--- src/lcg_rng_pkg.sv ---
// ----------------------------------------------------------------------------
// lcg_rng_pkg
// Shared types and constants of the LCG random range generator: generator
// constants, command codes, controller states and the command/status structs.
// ----------------------------------------------------------------------------
package lcg_rng_pkg;

  localparam int SEED_W = 16;
  localparam int DATA_W = 31;
  localparam int STEP_W = 5;

  // generator step: seed = seed * 65277 + 13489 (mod 2^16)
  localparam logic [SEED_W-1:0] LCG_MUL    = 16'hFEFD;
  localparam logic [SEED_W-1:0] LCG_ADD    = 16'h34B1;
  localparam logic [SEED_W-1:0] SEED_RESET = 16'h1211;
  localparam logic [DATA_W-1:0] CEIL_RESET = 31'd32767;

  // divider step counts: full-width divide and 16-bit seed divide
  localparam logic [STEP_W-1:0] DIV_STEPS_FULL = 5'd31;
  localparam logic [STEP_W-1:0] DIV_STEPS_SEED = 5'd16;

  typedef enum logic [1:0] {
    CMD_LOAD  = 2'd0,
    CMD_RAW   = 2'd1,
    CMD_RANGE = 2'd2
  } cmd_t;

  typedef enum logic [2:0] {
    ST_IDLE,
    ST_DISPATCH,
    ST_DIV_CEIL,
    ST_ADV_DRAW,
    ST_DIV_SEED
  } state_t;

  typedef enum logic [1:0] {
    RES_ZERO,
    RES_ERROR,
    RES_SEED,
    RES_QUOT
  } res_sel_t;

  typedef enum logic {
    DIV_CEIL,
    DIV_SEED
  } div_sel_t;

  typedef struct packed {
    logic     load_in;
    logic     seed_load;
    logic     seed_adv;
    logic     div_start;
    div_sel_t div_sel;
    logic     div_latch;
    logic     emit;
    res_sel_t res_sel;
  } ctrl_cmd_t;

  typedef struct packed {
    logic [1:0] cmd;
    logic       range_bad;
    logic       div_done;
    logic       quot_ok;
  } dp_status_t;

endpackage

--- src/lcg_rng_div.sv ---
// ----------------------------------------------------------------------------
// lcg_rng_div
// Restoring serial divider, one quotient bit per cycle. The step count is
// given at load; the dividend is left-aligned so a short divide of a narrow
// value leaves its quotient in the low bits. done pulses for one cycle once
// the quotient is final.
// ----------------------------------------------------------------------------
module lcg_rng_div
  import lcg_rng_pkg::*;
(
  input  logic              clk,
  input  logic              rst_n,
  input  logic              load,
  input  logic [DATA_W-1:0] dividend,
  input  logic [DATA_W-1:0] divisor,
  input  logic [STEP_W-1:0] steps,
  output logic              done,
  output logic [DATA_W-1:0] quotient
);

  logic [DATA_W-1:0] q_r, q_nxt;
  logic [DATA_W-1:0] rem_r, rem_nxt;
  logic [DATA_W-1:0] d_r;
  logic [STEP_W-1:0] cnt_r;
  logic              done_r;
  logic [DATA_W+1:0] diff;
  logic              ge;

  // one restoring step: shift in the next dividend bit and try to subtract
  assign diff    = {1'b0, rem_r, q_r[DATA_W-1]} - {2'b00, d_r};
  assign ge      = ~diff[DATA_W+1];
  assign rem_nxt = ge ? diff[DATA_W-1:0] : {rem_r[DATA_W-2:0], q_r[DATA_W-1]};
  assign q_nxt   = {q_r[DATA_W-2:0], ge};

  // control: step counter and done pulse
  always_ff @(posedge clk) begin
    if (!rst_n) begin
      cnt_r  <= '0;
      done_r <= 1'b0;
    end else if (load) begin
      cnt_r  <= steps;
      done_r <= 1'b0;
    end else begin
      done_r <= (cnt_r == STEP_W'(1));
      if (cnt_r != '0) begin
        cnt_r <= cnt_r - STEP_W'(1);
      end
    end
  end

  // operand registers
  always_ff @(posedge clk) begin
    if (load) begin
      q_r   <= dividend;
      rem_r <= '0;
      d_r   <= divisor;
    end else if (cnt_r != '0) begin
      q_r   <= q_nxt;
      rem_r <= rem_nxt;
    end
  end

  assign done     = done_r;
  assign quotient = q_r;

endmodule

--- src/lcg_rng_dp.sv ---
// ----------------------------------------------------------------------------
// lcg_rng_dp
// Datapath: transaction registers, seed and generator step, ceiling register,
// range divisor, shared serial divider and the result registers.
// ----------------------------------------------------------------------------
module lcg_rng_dp
  import lcg_rng_pkg::*;
(
  input  logic              clk,
  input  logic              rst_n,
  input  ctrl_cmd_t         ctrl,
  output dp_status_t        status,
  input  logic [1:0]        in_command,
  input  logic [SEED_W-1:0] in_seed_value,
  input  logic [DATA_W-1:0] in_range_limit,
  input  logic              cfg_wr_en,
  input  logic [DATA_W-1:0] cfg_wr_data,
  output logic              out_strobe,
  output logic [DATA_W-1:0] out_value,
  output logic              out_error
);

  logic [1:0]        cmd_r;
  logic [SEED_W-1:0] seed_in_r;
  logic [DATA_W-1:0] range_r;
  logic [SEED_W-1:0] seed_r;
  logic [SEED_W-1:0] seed_adv;
  logic [DATA_W-1:0] ceiling_r;
  logic [DATA_W-1:0] divisor_r;
  logic              strobe_r;
  logic [DATA_W-1:0] value_r, value_nxt;
  logic              error_r;
  logic [DATA_W-1:0] div_dividend;
  logic [DATA_W-1:0] div_divisor;
  logic [STEP_W-1:0] div_steps;
  logic              div_done;
  logic [DATA_W-1:0] div_quot;

  // captured transaction
  always_ff @(posedge clk) begin
    if (ctrl.load_in) begin
      cmd_r     <= in_command;
      seed_in_r <= in_seed_value;
      range_r   <= in_range_limit;
    end
  end

  // generator step, low 16 bits of the product
  assign seed_adv = seed_r * LCG_MUL + LCG_ADD;

  always_ff @(posedge clk) begin
    if (!rst_n) begin
      seed_r <= SEED_RESET;
    end else if (ctrl.seed_load) begin
      seed_r <= seed_in_r;
    end else if (ctrl.seed_adv) begin
      seed_r <= seed_adv;
    end
  end

  // ceiling register
  always_ff @(posedge clk) begin
    if (!rst_n) begin
      ceiling_r <= CEIL_RESET;
    end else if (cfg_wr_en) begin
      ceiling_r <= cfg_wr_data;
    end
  end

  // divider operand selection
  always_comb begin
    case (ctrl.div_sel)
      DIV_CEIL: begin
        div_dividend = ceiling_r;
        div_divisor  = range_r;
        div_steps    = DIV_STEPS_FULL;
      end
      DIV_SEED: begin
        div_dividend = {seed_adv, (DATA_W-SEED_W)'(0)};
        div_divisor  = divisor_r;
        div_steps    = DIV_STEPS_SEED;
      end
      default: begin
        div_dividend = ceiling_r;
        div_divisor  = range_r;
        div_steps    = DIV_STEPS_FULL;
      end
    endcase
  end

  lcg_rng_div u_div (
    .clk      (clk),
    .rst_n    (rst_n),
    .load     (ctrl.div_start),
    .dividend (div_dividend),
    .divisor  (div_divisor),
    .steps    (div_steps),
    .done     (div_done),
    .quotient (div_quot)
  );

  // range divisor
  always_ff @(posedge clk) begin
    if (ctrl.div_latch) begin
      divisor_r <= div_quot;
    end
  end

  // status to the controller
  assign status.cmd       = cmd_r;
  assign status.range_bad = (range_r == '0) || (range_r > ceiling_r);
  assign status.div_done  = div_done;
  assign status.quot_ok   = (div_quot < range_r);

  // result selection
  always_comb begin
    case (ctrl.res_sel)
      RES_ZERO:  value_nxt = '0;
      RES_ERROR: value_nxt = '0;
      RES_SEED:  value_nxt = DATA_W'(seed_adv);
      RES_QUOT:  value_nxt = div_quot;
      default:   value_nxt = '0;
    endcase
  end

  // result registers, strobe for one cycle
  always_ff @(posedge clk) begin
    if (!rst_n) begin
      strobe_r <= 1'b0;
    end else begin
      strobe_r <= ctrl.emit;
    end
  end

  always_ff @(posedge clk) begin
    if (ctrl.emit) begin
      value_r <= value_nxt;
      error_r <= (ctrl.res_sel == RES_ERROR);
    end
  end

  assign out_strobe = strobe_r;
  assign out_value  = value_r;
  assign out_error  = error_r;

endmodule

--- src/lcg_rng_ctrl.sv ---
// ----------------------------------------------------------------------------
// lcg_rng_ctrl
// Controller: sequences seed loads, raw draws and the range draw with its
// divisor computation and rejection retries.
// ----------------------------------------------------------------------------
module lcg_rng_ctrl
  import lcg_rng_pkg::*;
(
  input  logic       clk,
  input  logic       rst_n,
  input  logic       start,
  output logic       busy,
  input  dp_status_t status,
  output ctrl_cmd_t  ctrl
);

  state_t state_r, state_nxt;

  always_ff @(posedge clk) begin
    if (!rst_n) begin
      state_r <= ST_IDLE;
    end else begin
      state_r <= state_nxt;
    end
  end

  // next state
  always_comb begin
    state_nxt = state_r;
    case (state_r)
      ST_IDLE: begin
        if (start) state_nxt = ST_DISPATCH;
      end
      ST_DISPATCH: begin
        if (status.cmd == CMD_RANGE && !status.range_bad) begin
          state_nxt = ST_DIV_CEIL;
        end else begin
          state_nxt = ST_IDLE;
        end
      end
      ST_DIV_CEIL: begin
        if (status.div_done) state_nxt = ST_ADV_DRAW;
      end
      ST_ADV_DRAW: begin
        state_nxt = ST_DIV_SEED;
      end
      ST_DIV_SEED: begin
        if (status.div_done) begin
          state_nxt = status.quot_ok ? ST_IDLE : ST_ADV_DRAW;
        end
      end
      default: state_nxt = ST_IDLE;
    endcase
  end

  // outputs
  always_comb begin
    ctrl = '0;
    ctrl.div_sel = DIV_CEIL;
    ctrl.res_sel = RES_ZERO;
    case (state_r)
      ST_IDLE: begin
        ctrl.load_in = start;
      end
      ST_DISPATCH: begin
        case (status.cmd)
          CMD_LOAD: begin
            ctrl.seed_load = 1'b1;
            ctrl.emit      = 1'b1;
          end
          CMD_RAW: begin
            ctrl.seed_adv = 1'b1;
            ctrl.emit     = 1'b1;
            ctrl.res_sel  = RES_SEED;
          end
          CMD_RANGE: begin
            if (status.range_bad) begin
              ctrl.emit    = 1'b1;
              ctrl.res_sel = RES_ERROR;
            end else begin
              ctrl.div_start = 1'b1;
            end
          end
          default: begin
            ctrl.emit = 1'b1;
          end
        endcase
      end
      ST_DIV_CEIL: begin
        ctrl.div_latch = status.div_done;
      end
      ST_ADV_DRAW: begin
        ctrl.seed_adv  = 1'b1;
        ctrl.div_start = 1'b1;
        ctrl.div_sel   = DIV_SEED;
      end
      ST_DIV_SEED: begin
        ctrl.div_sel = DIV_SEED;
        if (status.div_done && status.quot_ok) begin
          ctrl.emit    = 1'b1;
          ctrl.res_sel = RES_QUOT;
        end
      end
      default: begin
        ctrl.load_in = 1'b0;
      end
    endcase
  end

  assign busy = (state_r != ST_IDLE);

endmodule

--- src/lcg_random_range_generator.sv ---
// ----------------------------------------------------------------------------
// lcg_random_range_generator
// 16-bit linear congruential generator with a rejection-based range draw.
// ----------------------------------------------------------------------------
// A transaction is taken when start is high and busy is low; each transaction
// gives exactly one result on out_value/out_error, shown for one cycle with
// out_strobe, and the receiver cannot stall it. A seed load, a raw draw, an
// unused command and a refused range draw are settled in the dispatch state,
// and the result is registered from there. A range draw runs the shared
// one-bit-per-cycle divider: 31 steps for rand_ceiling / range_limit, then per
// attempt a seed step plus a 16-step divide of the seed; the number of attempts
// depends on the seed sequence. busy stays high until the result is issued, and
// a new transaction may start in the strobe cycle.
// cfg_wr_data sets rand_ceiling and is to be written only while idle.
// ----------------------------------------------------------------------------
module lcg_random_range_generator
  import lcg_rng_pkg::*;
(
  input  logic              clk,
  input  logic              rst_n,
  input  logic              start,
  output logic              busy,
  input  logic [1:0]        in_command,
  input  logic [SEED_W-1:0] in_seed_value,
  input  logic [DATA_W-1:0] in_range_limit,
  input  logic              cfg_wr_en,
  input  logic [DATA_W-1:0] cfg_wr_data,
  output logic              out_strobe,
  output logic [DATA_W-1:0] out_value,
  output logic              out_error
);

  ctrl_cmd_t  ctrl;
  dp_status_t status;

  // sequencing
  lcg_rng_ctrl u_ctrl (
    .clk    (clk),
    .rst_n  (rst_n),
    .start  (start),
    .busy   (busy),
    .status (status),
    .ctrl   (ctrl)
  );

  // seed, divider and result registers
  lcg_rng_dp u_dp (
    .clk            (clk),
    .rst_n          (rst_n),
    .ctrl           (ctrl),
    .status         (status),
    .in_command     (in_command),
    .in_seed_value  (in_seed_value),
    .in_range_limit (in_range_limit),
    .cfg_wr_en      (cfg_wr_en),
    .cfg_wr_data    (cfg_wr_data),
    .out_strobe     (out_strobe),
    .out_value      (out_value),
    .out_error      (out_error)
  );

endmodule

--- config.mk ---
export PLATFORM = sky130hd
export DESIGN_NAME = lcg_random_range_generator
export DESIGN_NICKNAME = d
export VERILOG_FILES = /design/src/lcg_rng_pkg.sv /design/src/lcg_rng_div.sv /design/src/lcg_rng_dp.sv /design/src/lcg_rng_ctrl.sv /design/src/lcg_random_range_generator.sv
export SDC_FILE = /design/constraint.sdc
export NUM_CORES = 1
export LEC_CHECK = 0
export BUFFER_PORTS_ARGS = -buffer_cell sky130_fd_sc_hd__buf_2
export CAP_MARGIN = 20
export CORE_MARGIN = 1
export CORE_UTILIZATION = 30
export DETAILED_ROUTE_END_ITERATION = 12
export PLACE_DENSITY = 0.53
export SLEW_MARGIN = 15
export SYNTH_ARGS = -nofsm -noshare
export SYNTH_HDL_FRONTEND = slang
export SYNTH_HIERARCHICAL = 1
export SYNTH_SLANG_ARGS = --single-unit
--- constraint.sdc ---
create_clock -name clk -period 8.3 [get_ports clk]
set_input_delay 1.245 -clock clk [delete_from_list [all_inputs] [get_ports clk]]
set_output_delay 1.245 -clock clk [all_outputs]
set_load 0.02 [all_outputs]
# After elaboration in Yosys (flattened, before gate mapping)
# Cells that the tools add are included.
dict set report word_totals {
  reg_bits 262
  output_inout_bits 34
  word_cells 84
}
dict set report op_classes {
  add_sub_neg 3
  mul 1
  order_cmp 2
  eq_ne 13
  n_mux 31
  bitwise_logic 3
  reduce_logical 16
}
# op count
set ops {}
lappend ops {{case mux 31 bit (2 select lines)} 2}
lappend ops {{2-to-1 mux 31 bit} 3}
lappend ops {{case mux 31 bit (3 select lines)} 1}
lappend ops {{subtractor 32 x 31 -> 33 bit} 1}
lappend ops {{2-to-1 mux 16 bit} 2}
lappend ops {{greater-than comparator 31 bit} 1}
lappend ops {{zero test 31 bit} 1}
lappend ops {{less-than comparator 31 bit} 1}
lappend ops {{adder 16 x 14 -> 16 bit, second input constant} 1}
lappend ops {{multiplier 16 x 10 -> 16 bit, second input constant} 1}
lappend ops {{2-to-1 mux 3 bit} 5}
lappend ops {{case mux 3 bit (5 select lines)} 1}
lappend ops {{2-to-1 mux 5 bit} 2}
lappend ops {{case mux 5 bit (2 select lines)} 1}
lappend ops {{2-to-1 mux 1 bit} 9}
lappend ops {{case mux 2 bit (2 select lines)} 2}
lappend ops {{== test 2 bit, second input constant} 3}
lappend ops {{== test 3 x 2 -> 1 bit, second input constant} 2}
lappend ops {{case mux 3 bit (2 select lines)} 1}
lappend ops {{OR reduction 2 bit} 3}
lappend ops {{== test 5 x 1 -> 1 bit, second input constant} 1}
lappend ops {{nonzero test 5 bit} 1}
lappend ops {{subtractor 5 x 1 -> 5 bit, second input constant} 1}
lappend ops {{== test 2 x 1 -> 1 bit, second input constant} 2}
lappend ops {{other kinds (14)} 21}

# Depth between registers and ports, before layout
# Gate-level depths: netlist of the first run.
dict set report depth {
  ltp_word 8
  depth_mapped 20
  depth_no_buf 20
}

# Cells and area by module
# Netlist of the first run, hierarchy kept.
# mod n_inst cells_each area_per_inst_um2 seq_area_each_um2
set by_module_without_submodules {}
lappend by_module_without_submodules {lcg_rng_dp 1 970 9988.3 4324.1}
lappend by_module_without_submodules {lcg_rng_div 1 523 5619.1 2602.5}
lappend by_module_without_submodules {lcg_rng_ctrl 1 45 324.1 60.1}

# Worst setup path after synthesis of the first run
# No wires, ideal clock.
dict set report synth_path {
  path_kind {reg-to-reg}
  from {register u_dp.seed_r[3]}
  to {register u_dp.u_div.q_r[28], in the netlist u_dp/u_div/quotient[28], data pin}
  setup_ps 260
  arrival_time_ps 4745
  t_required_ps 8040
  setup_slack_ps 3295
  stages_incl_launch_ff 18
  path_cell_list {dfxtp_1 > inv_1 > fa_1 > fa_1 > inv_1 > fa_1 > fa_1 > inv_1 > fa_1 > inv_1 > ha_1 > o21ai_0 > a32oi_1 > a2111oi_0 > nor3_1 > nand2_1 > o21ai_0 > mux2_2}
}
dict set report synth_between {
  elab_chain_len 4
}
# item line_no
set synth_rtl {}
lappend synth_rtl {{start: declaration} lcg_rng_dp.sv:26} ;# logic [SEED_W-1:0] seed_r;
lappend synth_rtl {{start signal: assignment} lcg_rng_dp.sv:55} ;# seed_r <= seed_in_r;
lappend synth_rtl {{start signal: assignment} lcg_rng_dp.sv:57} ;# seed_r <= seed_adv;
lappend synth_rtl {{multiplier 16 x 10 -> 16 bit} lcg_rng_dp.sv:49} ;# assign seed_adv = seed_r * LCG_MUL + LCG_ADD;
lappend synth_rtl {{adder 16 x 14 -> 16 bit} lcg_rng_dp.sv:49}
lappend synth_rtl {{case mux 31 bit (2 select lines)} lcg_rng_dp.sv:72} ;# case (ctrl.div_sel)
lappend synth_rtl {{named net u_dp.div_dividend[28]} lcg_rng_dp.sv:33} ;# logic [DATA_W-1:0] div_dividend;
lappend synth_rtl {{2-to-1 mux 31 bit} lcg_rng_div.sv:53} ;# if (load) begin
lappend synth_rtl {{end signal: assignment} lcg_rng_div.sv:54} ;# q_r <= dividend;
lappend synth_rtl {{end signal: assignment} lcg_rng_div.sv:58} ;# q_r <= q_nxt;
lappend synth_rtl {{end: declaration} lcg_rng_div.sv:21} ;# logic [DATA_W-1:0] q_r, q_nxt;
# The timed path passes the listed nets, and every way through them passes these cells.
# A chain may end at the register's enable or synchronous reset.

# Worst setup path in the final report of the first run
# Same ends and word-level chain as after synthesis.

==> results.tsv, run 1 <==
stage	metric	value	unit
clock_tree	clk root buf	clkbuf_16	
floorplan	Initial Util	30.3	%
clock_tree	Resize count post-CTS	0	
floorplan	IO Pins	118	
clock_tree	# hold bufs at CTS	0	
floorplan	Die W	232	um
power	P_leak	7.82	nW
synthesis	Syn Inst Count	1538	
power	Max rail drop VDD	0.000412	V
min_path	Hold Path Stages	2	
synthesis	Synth cell types	74	
cells_and_area	Reg area	6990	um2
clock_tree	Num CTS Buffers	30	
synthesis	Avg Cell Area, Syn	10.4	um2
clock_tree	# H-tree levels	1	
global_routing	first-pass GRT wire length	65700	um
timing	final setup fails	0	
route	Total Wirelength	43100	um
worst_setup_path	worst path cell trace	inv_1, fa_1, xnor2_1, ha_1, ha_1, fa_1, inv_1, fa_1, inv_1, ha_1, a21o_1, a21oi_1, a32oi_1, a2111oi_0, nor3_1, nand2_1, o21ai_0, mux2_2	
global_routing	vias in the first global route	11197	
timing	sum of negative setup slack	0	ns
worst_setup_path	Worst path max stage delay	0.65	ns
timing	Tightest Pin Transition	1.03	ns
synthesis	Post-synth top flop	edfxtp_1	
synthesis	top cells by area, synth	edfxtp_1 33%, ha_1 11%, dfxtp_1 11%, fa_1 5.8%, inv_1 4.5%	
worst_setup_path	Crit path buffers/inverters	3	
synthesis	#FFs+latches synth	262	
synthesis	synthesized area	15900	um2
global_routing	Tot GR Track Use	15.8	%
floorplan	Core Box Area	52600	um2
timing	RSZ-0062 raised after global routing	false	
worst_setup_path	crit path kind	reg -> reg	
clock_tree	setup bufs post-CTS	0	
route	starting DRC count in detailed routing	704	
cells_and_area	commonest non-fill, non-tap cells in the layout	191 x inv_1, 174 x edfxtp_1, 145 x ha_1	
timing	Worst Skew	0.0414	ns
timing	final cycle utilization of the critical path	66.2	%
job	# Max-Cap Violations	0	
worst_setup_path	Crit-path slowest cell	fa_1	
synthesis	Mapped Nets	1813	
global_routing	global route total overflow	0	
worst_setup_path	crit path DAT	5.82	ns
timing	final hold slack	0.474	ns
clock_tree	Worst-Skew Late Latency	0.61	ns
timing	Relative slew margins	31.1	%
cells_and_area	ANT cells	0	
synthesis	Synth area leader	edfxtp_1	
floorplan	Rows	84	
global_routing	initial antenna violation count	0	
worst_setup_path	worst path required time	8.63	ns
route	Vias	11477	
timing	Fin. Hold Viols	0	
worst_setup_path	critical path fanouts, max	6	
clock_tree	CTS tree	built	
power	Power Dens Cells	447	nW/um2
cells_and_area	commonest non-fill, non-tap cell in the layout	inv_1	
clock_tree	Clock transition at path regs	0.06	ns
synthesis	YS warnings	6	
worst_setup_path	critical path depth in cells	18	
clock_tree	clock sink total	262	
cells_and_area	Area growth syn-to-layout	14.8	%
route	antenna viol nets, final	0	
cells_and_area	final net count	1912	
route	DRC errors left	0	
floorplan	Die Y	232	um
route	Vias/cell	4.89	
synthesis	post-synth top area share	32.8	%
timing	fmax	0.182	GHz
clock_tree	clock buffer depth	3	
cells_and_area	Layout fillers	5351	
min_path	Hold Crit Class	reg -> reg	
synthesis	Async SR Flop Fraction	0	%
worst_setup_path	Setup crit end kind	flip-flop	
synthesis	sequential-to-total area share from yosys stat	43.9	%
cells_and_area	area of the multi-input gates	8010	um2
route	drt first pass iters	5	
worst_setup_path	CP delay by family, top	adder cells	
route	average wire per standard cell	18.3	um
global_routing	largest net degree at the start of global routing	72	
placement	GPL Wtd Cong	0.892	
floorplan	die area	54000	um2
placement	post-DP HPWL	32300	um
placement	PortBufs	117	
cells_and_area	share of cells above drive strength 1	13.8	%
worst_setup_path	crit start category	flip-flop	
synthesis	number of synthesized flops with an enable pin	174	
timing	Tmin final	5.49	ns
run_status	status	complete, no violations	
worst_setup_path	FF-to-FF path depth	18	
timing	Max Slew Vio Count	0	
-- metal layers --
metal	vias to the layer above	wire length [um]	GRT usage (%)
met5	-	0	0
met3	46	1700	1.72
met1	5579	20400	21.8
met4	0	729	3.50
met2	247	20200	26.4
li1	5605	-	-
-- cell type report --
class / count / area share [%]
multi-input combinational: 1021 / 43.8
sequential: 262 / 38.2
clock buffer: 44 / 4.83
tap: 688 / 4.71
inverter: 193 / 3.96
timing repair buffer: 129 / 3.73
clock inverter: 12 / 0.780
-- state kept, by name (all words and copies together), names as in the netlist, 2 cells and up --
register             cells
u_dp/out_value          31
u_dp/u_div/rem_r        31
u_dp/divisor_r          31
u_ctrl/state_r           3
u_dp/u_div/quotient     31
u_dp/seed_in_r          16
u_dp/u_div/d_r          31
u_dp/seed_r             16
u_dp/cmd_r               2
u_dp/u_div/cnt_r         5
u_dp/ceiling_r          31
u_dp/range_r            31
-- path summary, 6_finish.rpt --
kind / startpoint / to / slack, ns
worst max-delay path: u_dp/seed_r[3] / u_dp/u_div/quotient[28] / 2.81
worst min-delay path: u_dp/seed_in_r[0] / u_dp/seed_r[0] / 0.47
worst max register to register: u_dp/seed_r[3] / u_dp/u_div/quotient[28] / 2.81
worst min register to register: u_dp/seed_in_r[0] / u_dp/seed_r[0] / 0.47
-- cells by family after synthesis --
logic type / share of synthesized area, %
AOI/OAI and AO/OA: 13.0
xor gates and xnor gates: 3.34
adders and majority gates: 17.2
buffers and inverters: 6.18
DFF: 43.9
muxes: 5.33
other: 0.0235
and+or+nand+nor: 11.1
-- synth_stat cells, drive strengths merged, types with 5 or more instances --
cell type  count
xor2          17
xnor2         36
buf           18
nor4          11
a21boi        10
clkbuf        44
mux2          31
o21bai         5
nor2         105
inv          191
nand2        124
a21oi         69
nand3         21
a31oi         13
o21ai         83
nor2b         13
and2           9
or3            7
ha           145
nor3          15
and3          22
dfxtp         88
or4            5
edfxtp       174
a211oi        38
fa            46
o211ai        21
o21a          10
nand4         21
mux2i         50
a21o          39
nand2b         6
-- per-stage QoR --
step / std cells / area, um2 / setup slack, ns / util (%) / power (mW)
after global placement: 2292 / 17200 / 2.96 / 32.8 / 6.78
after CTS: 2348 / 18300 / 2.83 / 34.8 / 8.24
final: 2349 / 18300 / 2.81 / 34.8 / 8.18
after global routing: 2349 / 18300 / 2.47 / 34.8 / 8.87
after detailed placement: 2292 / 17200 / 2.86 / 32.8 / 6.85
after floorplan: 1538 / 15900 / 3.30 / - / 5.64
-- worst reg2reg max path, delay by kind of cell, from the launching register on --
kind            cells  cell delay, ns
compound gates      5            1.15
xor+xnor            1            0.15
fa+ha+maj           6            2.63
buf+inv             3            0.30
flops               1            0.50
mux                 1            0.30
simple gates        2            0.23
-- report_power, final --
group,total (mW),switching (mW),internal [mW]
Combinational,4.80,2.82,1.99
Clock,1.36,0.563,0.800
Sequential,2.02,0.268,1.75
Power figures use the tool's default switching activity.
==> run 2, diff against run 1 <==
- clock period: 8.3 -> 5.7 ns (I/O delays scaled with it)
==> results.tsv, run 2 (synthesized netlist as in run 1, its figures left out) <==
stage	metric	value	unit
run_status	status	complete, no violations	
worst_setup_path	crit path DAT	5.64	ns
timing	final cycle utilization of the critical path	93.0	%
clock_tree	Worst-Skew Late Latency	0.58	ns
cells_and_area	final net count	1914	
floorplan	die area	54000	um2
clock_tree	Num CTS Buffers	29	
timing	RSZ-0062 raised after global routing	false	
worst_setup_path	reg2reg start	u_dp/seed_r[5]	
cells_and_area	commonest non-fill, non-tap cell in the layout	inv_1	
global_routing	largest net degree at the start of global routing	76	
global_routing	Tot GR Track Use	16.0	%
timing	Max Slew Vio Count	0	
worst_setup_path	critical path fanouts, max	4	
timing	Tightest Pin Transition	1.10	ns
global_routing	first-pass GRT wire length	66700	um
min_path	HP Start	in_range_limit[14]	
clock_tree	clock sink total	262	
timing	final setup fails	0	
timing	final hold slack	0.445	ns
cells_and_area	commonest non-fill, non-tap cells in the layout	191 x inv_1, 174 x edfxtp_1, 145 x ha_1	
cells_and_area	Post-Route Utilization	34.9	%
route	antenna viol nets, final	0	
floorplan	Initial Util	30.3	%
worst_setup_path	CP delay by family, top	adder cells	
global_routing	initial antenna violation count	0	
clock_tree	# hold bufs at CTS	0	
min_path	Hold Crit Class	in -> reg	
worst_setup_path	worst path cell trace	inv_1, fa_1, inv_1, fa_1, fa_1, fa_1, inv_1, fa_1, inv_1, ha_1, a21boi_0, nand4_1, a32oi_1, xnor2_1, a21oi_1, mux2_2	
cells_and_area	Final Non-Filler Cells	2350	
placement	post-DP HPWL	32400	um
worst_setup_path	Crit path buffers/inverters	4	
power	Max rail drop VDD	0.000505	V
worst_setup_path	Setup crit end kind	flip-flop	
timing	Tmin final	5.30	ns
timing	Worst Skew	0.00850	ns
min_path	Hold Path Stages	1	
power	P_leak	7.84	nW
worst_setup_path	Worst path max stage delay	0.66	ns
floorplan	Die W	232	um
worst_setup_path	FF-to-FF path depth	16	
floorplan	IO Pins	118	
worst_setup_path	FF-to-FF setup slack	0.40	ns
clock_tree	Clock transition at path regs	0.07	ns
job	# Max-Cap Violations	0	
route	average wire per standard cell	18.4	um
worst_setup_path	Worst Setup SP	u_dp/seed_r[5]	
timing	sum of negative setup slack	0	ns
clock_tree	clk root buf	clkbuf_16	
worst_setup_path	Crit Reg-Reg Endpoint	u_dp/u_div/quotient[29]	
floorplan	Core Box Area	52600	um2
timing	Fin. Hold Viols	0	
worst_setup_path	crit start category	flip-flop	
clock_tree	CTS tree	built	
timing	Relative slew margins	26.7	%
cells_and_area	ANT cells	0	
worst_setup_path	Crit-path slowest cell	fa_1	
min_path	hold endpoint	u_dp/range_r[14]	
route	DRC errors left	0	
cells_and_area	Layout fillers	5325	
global_routing	vias in the first global route	11404	
global_routing	global route total overflow	0	
worst_setup_path	critical path depth in cells	16	
route	drt first pass iters	4	
route	Vias/cell	4.82	
placement	Cells after DPL	2296	
route	Total Wirelength	43200	um
cells_and_area	Area growth syn-to-layout	15.2	%
power	Power Dens Cells	657	nW/um2
timing	fmax	0.189	GHz
clock_tree	# H-tree levels	1	
cells_and_area	share of cells above drive strength 1	14.1	%
placement	GPL Wtd Cong	0.868	
placement	PortBufs	117	
worst_setup_path	CP most frequent cell	fa_1	
worst_setup_path	crit path kind	reg -> reg	
worst_setup_path	worst path required time	6.04	ns
floorplan	Rows	84	
route	Vias	11325	
floorplan	Die Y	232	um
clock_tree	clock buffer depth	3	
route	starting DRC count in detailed routing	694	
-- run 2: through the flow --
stage	power [mW]	cell area [um2]	worst slack, ns
3_5_place_dp	9.96	17300	0.312
4_1_cts	12.1	18400	0.284
2_1_floorplan	8.21	15900	0.695
6_report	12.1	18400	0.398
5_1_grt	13.1	18400	0.0387
3_3_place_gp	9.93	17300	0.443
-- run 2: cell type report --
class | count | area, um2 | share of cell area, %
multi-input cells | 1021 | 8020 | 43.7
flip-flops and latches | 262 | 6990 | 38.1
well taps | 688 | 861 | 4.69
clock buffers | 35 | 790 | 4.30
inverters | 193 | 724 | 3.95
repair buffers | 132 | 711 | 3.87
clock inverters | 19 | 272 | 1.48
-- run 2: routing by layer --
layer | wire [um] | track usage (%) | up-vias
li1 | - | - | 5606
met1 | 20800 | 21.9 | 5461
met2 | 20200 | 26.6 | 212
met3 | 1370 | 1.67 | 46
met4 | 924 | 4.52 | 0
met5 | 0 | 0 | -
-- run 2: repair_timing --
| action | 4_1_cts | 5_1_grt |
|---|---|---|
| endpoints found under the setup margin | 0 | 1 |
| gates resized for setup | 0 | 3 |
| buffers inserted | 0 | 0 |
-- run 2: power breakdown --
part	leakage, nW	internal [mW]	total [mW]	switching [mW]
Clock	0.510	1.26	2.10	0.838
Combinational	4.95	2.94	7.04	4.10
Sequential	2.38	2.55	2.93	0.382
Total	7.84	6.75	12.1	5.32
-- run 2: worst max path at each step --
stage / end / slack, ns
after floorplan: u_dp/u_div/quotient[28] / 0.70
after global placement: u_dp/u_div/quotient[28] / 0.44
after detailed placement: u_dp/u_div/quotient[28] / 0.31
after CTS: u_dp/u_div/quotient[28] / 0.28
after global routing: u_dp/u_div/quotient[28] / 0.04
final: u_dp/u_div/quotient[29] / 0.40
